==> src/hw/rtl/evad_pkg.sv <==
// Shared constants, register indexes and types of the energy voice activity detector.
`default_nettype none

package evad_pkg;

  // Ring of recent magnitudes; the depth must be a power of two.
  localparam int WINDOW_DEPTH = 4096;
  localparam int RING_AW      = $clog2(WINDOW_DEPTH);
  localparam int WLEN_W       = RING_AW + 1;

  // Fixed field widths.
  localparam int SAMPLE_W   = 16;
  localparam int MAG_W      = 16;
  localparam int ALPHA_W    = 16;
  localparam int THR_W      = 16;
  localparam int THR_FRAC   = 12;
  localparam int ALPHA_FRAC = 15;

  // Accumulators.
  localparam int COUNT_BITS = 24;
  localparam int TOTAL_W    = 40;
  localparam int WIN_W      = 28;

  localparam logic [COUNT_BITS-1:0] COUNT_MAX = '1;
  localparam logic [TOTAL_W-1:0]    TOTAL_MAX = '1;

  // Filter datapath: the difference term and its product with alpha.
  localparam int DIFF_W = SAMPLE_W + 2;
  localparam int FPROD_W = DIFF_W + ALPHA_W + 1;

  // Final cross multiplication, split into partial products.
  localparam int TOT_HALF = TOTAL_W / 2;
  localparam int LHS_W    = WIN_W + COUNT_BITS;
  localparam int TW_W     = THR_W + WLEN_W;
  localparam int PART_W   = TW_W + TOT_HALF;
  localparam int RHS_W    = PART_W + TOT_HALF;
  localparam int CMP_W    = (RHS_W > LHS_W + THR_FRAC) ? RHS_W : LHS_W + THR_FRAC;
  localparam int MUL_A_W  = (WIN_W > TW_W) ? WIN_W : TW_W;
  localparam int MUL_B_W0 = (COUNT_BITS > TOT_HALF) ? COUNT_BITS : TOT_HALF;
  localparam int MUL_B_W  = (MUL_B_W0 > WLEN_W) ? MUL_B_W0 : WLEN_W;
  localparam int MUL_P_W  = MUL_A_W + MUL_B_W;

  // Configuration port.
  localparam int CFG_IDX_W  = 2;
  localparam int CFG_DATA_W = 16;

  localparam logic [CFG_IDX_W-1:0] CFG_FILTER_ENABLE = 2'd0;
  localparam logic [CFG_IDX_W-1:0] CFG_ALPHA         = 2'd1;
  localparam logic [CFG_IDX_W-1:0] CFG_WINDOW_LEN    = 2'd2;
  localparam logic [CFG_IDX_W-1:0] CFG_THRESHOLD     = 2'd3;

  localparam logic [ALPHA_W-1:0] ALPHA_RST  = 16'd32768;
  localparam logic [WLEN_W-1:0]  WLEN_RST   = 13'd1000;
  localparam logic [THR_W-1:0]   THR_RST    = 16'd2458;

  // Filter output handed to the accumulators.
  typedef struct packed {
    logic signed [SAMPLE_W-1:0] y;
    logic        [MAG_W-1:0]    mag;
  } hpf_res_t;

endpackage

`default_nettype wire

==> src/hw/rtl/evad_hpf.sv <==
// First-order high-pass filter step with rounding, saturation and magnitude.
`default_nettype none

module evad_hpf (
  input  wire logic signed [evad_pkg::SAMPLE_W-1:0] sample_i,
  input  wire logic signed [evad_pkg::SAMPLE_W-1:0] prev_raw_i,
  input  wire logic signed [evad_pkg::SAMPLE_W-1:0] filtered_i,
  input  wire logic        [evad_pkg::ALPHA_W-1:0]  alpha_i,
  input  wire logic                                 bypass_i,
  output      evad_pkg::hpf_res_t                   res_o
);

  localparam int SH_W = evad_pkg::FPROD_W - evad_pkg::ALPHA_FRAC;

  logic signed [evad_pkg::DIFF_W-1:0]   diff;
  logic signed [evad_pkg::FPROD_W-1:0]  prod;
  logic signed [evad_pkg::FPROD_W-1:0]  rnd;
  logic signed [SH_W-1:0]               shifted;
  logic signed [evad_pkg::SAMPLE_W-1:0] sat;
  logic signed [evad_pkg::SAMPLE_W-1:0] y;

  // Difference term y + x - x_prev, then scale by alpha in unsigned Q1.15.
  assign diff = evad_pkg::DIFF_W'(filtered_i) + evad_pkg::DIFF_W'(sample_i)
              - evad_pkg::DIFF_W'(prev_raw_i);
  assign prod = $signed({1'b0, alpha_i}) * diff;
  assign rnd  = prod + evad_pkg::FPROD_W'(1 << (evad_pkg::ALPHA_FRAC - 1));
  assign shifted = rnd[evad_pkg::FPROD_W-1:evad_pkg::ALPHA_FRAC];

  // Saturate the rounded result to the sample range.
  always_comb begin
    if (shifted > SH_W'(32767)) begin
      sat = 16'sh7fff;
    end else if (shifted < -SH_W'(32768)) begin
      sat = 16'sh8000;
    end else begin
      sat = shifted[evad_pkg::SAMPLE_W-1:0];
    end
  end

  assign y = bypass_i ? sample_i : sat;

  // The most negative sample gives a magnitude of exactly full scale.
  assign res_o.y   = y;
  assign res_o.mag = y[evad_pkg::SAMPLE_W-1] ? (~y + 1'b1) : y;

endmodule

`default_nettype wire

==> config.mk <==
export PLATFORM = sky130hd
export DESIGN_NAME = evad_hpf
export DESIGN_NICKNAME = d
export VERILOG_FILES = /design/src/hw/rtl/evad_pkg.sv /design/src/hw/rtl/evad_hpf.sv
export SDC_FILE = /design/constraint.sdc
export NUM_CORES = 1
export LEC_CHECK = 0
export BUFFER_PORTS_ARGS = -buffer_cell sky130_fd_sc_hd__buf_2
export CAP_MARGIN = 25
export CORE_UTILIZATION = 50
export DETAILED_ROUTE_END_ITERATION = 10
export GPL_TIMING_DRIVEN = 0
export PLACE_DENSITY = 0.73
export SYNTH_ARGS = -nofsm -noshare
export SYNTH_HDL_FRONTEND = slang
export SYNTH_SLANG_ARGS = --single-unit
==> constraint.sdc <==
create_clock -name vclk -period 38.9
set_input_delay 7.78 -clock vclk [all_inputs]
set_output_delay 7.78 -clock vclk [all_outputs]
set_load 0.02 [all_outputs]
-- After elaboration in Yosys (flattened, before gate mapping)
Cells that the tools add are included.
- add/sub/neg operators: 4
- $mul: 1
- magnitude comparators: 2
- mux-type cells: 4
- bitwise logic cells: 1
- operator list (kind ; count):
    16-bit two-way mux ; 4
    35-bit by 16-bit adder with 35-bit output (second input constant) ; 1
    17-bit by 18-bit multiplier with 35-bit output ; 1
    20-bit by 16-bit greater-than comparator with 1-bit output (second input constant) ; 1
    20-bit by 16-bit less-than comparator with 1-bit output (second input constant) ; 1
    17-bit by 16-bit subtractor with 18-bit output ; 1
    16-bit by 16-bit adder with 17-bit output ; 1
    16-bit by 1-bit adder with 16-bit output (second input constant) ; 1
    16-bit inverter ; 1
- bits in registers: 0
- bits of input ports: 65
- output and inout port bits: 32
- logic and storage cells: 12

-- Logic depth before layout (Yosys ltp)
- depth in word-level cells: 11
- mapped depth: 46
- depth with buffers taken out: 43

-- Worst setup path before layout
No wires, ideal clock.
- kind: input-to-output
- start point: input prev_raw_i[1] (netlist name)
- end point: output res_o[14] (netlist name)
- data arrival time: 18.240 ns
- data required time: 31.120 ns
- setup slack: 12.880 ns
- cell stages on the path: 41
- buffers on the path: 3
- path through: inv_1 fa_1 ha_1 a21o_1 a21oi_1 o21bai_1 a21oi_1 o21bai_1 a21oi_1 o21a_1 o21bai_1 and3_1 or3_1 clkbuf_1 a21boi_0 fa_1 fa_1 clkbuf_1 [5 not listed] fa_1 inv_1 ha_1 a21oi_1 o21ai_1 a211o_1 a31o_2 o21a_1 nor3_2 a31oi_4 buf_6 o311ai_2 inv_1 ha_1 inv_1 nor3_2 and4_1 nor4_2
- RTL lines (element ; line ; source):
    start, declared ; evad_hpf.sv:6 ; input wire logic signed [evad_pkg::SAMPLE_W-1:0] prev_raw_i,
    end, declared ; evad_hpf.sv:10 ; output evad_pkg::hpf_res_t res_o

==> out/results.txt <==
Post-route clock period utilization: 70.8%
Placed cell area: 0.0152 sq mm
Origin of the worst setup path: sample_i[1]
Post-CTS Setup Repair Bufs: 0
Initial Utilization: 51.0%
Remaining DRCs: 0
TNS Setup: 0 ns
Routed wl met3: 3020 um
Gr ovfl total: 0
Post_cts resized: 0
Drt first-iter violations: 852
Fraction of layout cells with a size suffix above 1: 7.94%
Max-cap viol count: 0
Peak fanout along the critical path: 10
Post-Syn Area: 0.0142 sq mm
RSZ-0062 raised after global routing: no
Largest net degree at the start of global routing: 12
Outcome: complete, no violations
Gr usage total: 27.8%
Hold Fails Final Rpt: 0
IO Port Bufs: 97
Met2 WL: 19000 um
Vias/cell: 5.50
Critical path arrival: 19.77 ns
Final ANT Viol Nets: 0
Final wirelength: 38900 um
Vias in the first global route: 11993
Seq cells: 0
CP required: 31.12 ns
Boundary pin count: 97
Slew HR: 24.5%
Sequential-to-total area share from yosys stat: 0%
Initial antenna violation count: 4
Post-synthesis cell count: 1675
Flip-flop and latch area: 0 sq um
Drt first pass iters: 6
Area growth from synthesis to layout: 6.96%
CP startpoint kind: input port
Most frequent cells in the layout: inv_1 (434), fa_1 (301), nand2_1 (143)
Min cycle time layout: 27.55 ns
Crit path kind: input port to output pin
Hold buffers post-CTS: 0
Crit end category: output pin
Unique masters post-synth: 77
Gp weighted congestion: 0.909
Chip Height: 171 um
Design area: 0.0152 sq mm
Hpwl dp: 33600 um
Avg Inst Size Synth: 8.48 sq um
F_max: 0.0363 GHz
First-pass GRT wire length: 62300 um
Number of vias in the routed layout: 11861
CLK BUF: 0
CP max stage delay: 0.64 ns
HP Class: input port to output pin
Final nets: 2264
CP max stage cell: fa_1
Commonest non-fill, non-tap cell in the layout: inv_1
Slew at the pin with the worst max-slew slack: 1.12 ns
Die width: 171 um
Endpoints failing setup: 0
CP dominant cell by count: fa_1
M1 WL: 15100 um
Core footprint: 0.0279 sq mm
Wire length per cell: 18.1 um
Rows: 61
Mapped Nets: 2162
Full die area: 0.0291 sq mm
Synth warn: 0
Pins Over Slew Limit: 0
Top Metal Used: met5
Crit path to: res_o[14]
cell families (layout without fill, tap and decap cells):
group,after synthesis,in the layout,synth area share (%)
adders and majority gates,425,425,53.3
and+or+nand+nor,462,462,17.3
other,0,3,0
buffers and inverters,518,618,14.0
xor gates and xnor gates,56,56,3.51
AOI/OAI and AO/OA,214,214,11.9
how the worst min path moves through the flow:
stage / start / to / cells after the start
after detailed placement: sample_i[11] / res_o[27] / 4
after global placement: sample_i[9] / res_o[25] / 4
final: sample_i[9] / res_o[25] / 4
after CTS: sample_i[11] / res_o[27] / 4
after floorplan: sample_i[12] / res_o[28] / 2
after global routing: sample_i[11] / res_o[27] / 4
worst max-delay path: cells and delay by family:
kind / cells / cell delay (ns)
AND/OR/NAND/NOR: 5 / 1.64
AO/OA/AOI/OAI: 17 / 4.16
XOR/XNOR: 2 / 0.82
adder cells (fa/ha/maj): 9 / 4.02
buffers and inverters: 9 / 1.30
cells in the mapped netlist (7+ instances only):
master,number,area [sq um]
ha_1,121,1510
o211ai_1,18,135
inv_1,434,1630
clkbuf_1,72,270
xnor2_1,37,324
a31oi_1,16,100
a21oi_1,39,195
nor3_1,16,80.1
and2_1,134,838
o2111ai_1,10,87.6
nand2_1,143,537
or3_1,8,50.1
a21o_1,18,135
o21ai_0,24,120
o21a_1,8,60.1
nand3_1,62,310
a311oi_1,7,61.3
fa_1,301,6030
and3_1,25,156
nor2b_1,11,68.8
xor2_1,18,158
o21bai_1,8,60.1
nand3b_1,12,90.1
nor2_1,27,101
a21boi_0,13,97.6
layout make-up:
type,count,area (sq um)
diodes,3,7.51
repair buffers,100,508
well taps,378,473
inverters,434,1630
fillers,2565,12700
plain buffers,84,360
multi-input cells,1157,12200
per-layer routing:
| metal | track usage (%) | vias to the layer above |
|---|---|---|
| met4 | 10.5 | 2 |
| met3 | 4.12 | 97 |
| met2 | 47.3 | 482 |
| li1 | - | 5383 |
| met5 | 0 | - |
| met1 | 35.7 | 5897 |
per-stage QoR:
stage	cells	hold WS, ns	util, %	worst slack, ns
after floorplan	1675	15.77	-	12.88
after global placement	2150	16.02	54.4	11.63
after detailed placement	2153	16.02	54.5	11.45
after CTS	2153	16.02	54.5	11.43
after global routing	2153	16.05	54.5	10.62
final	2156	16.03	54.5	11.35
Power is left out: the tool's default activity adds up to more than one toggle a clock period on the data nets, which glitch-free logic cannot reach.
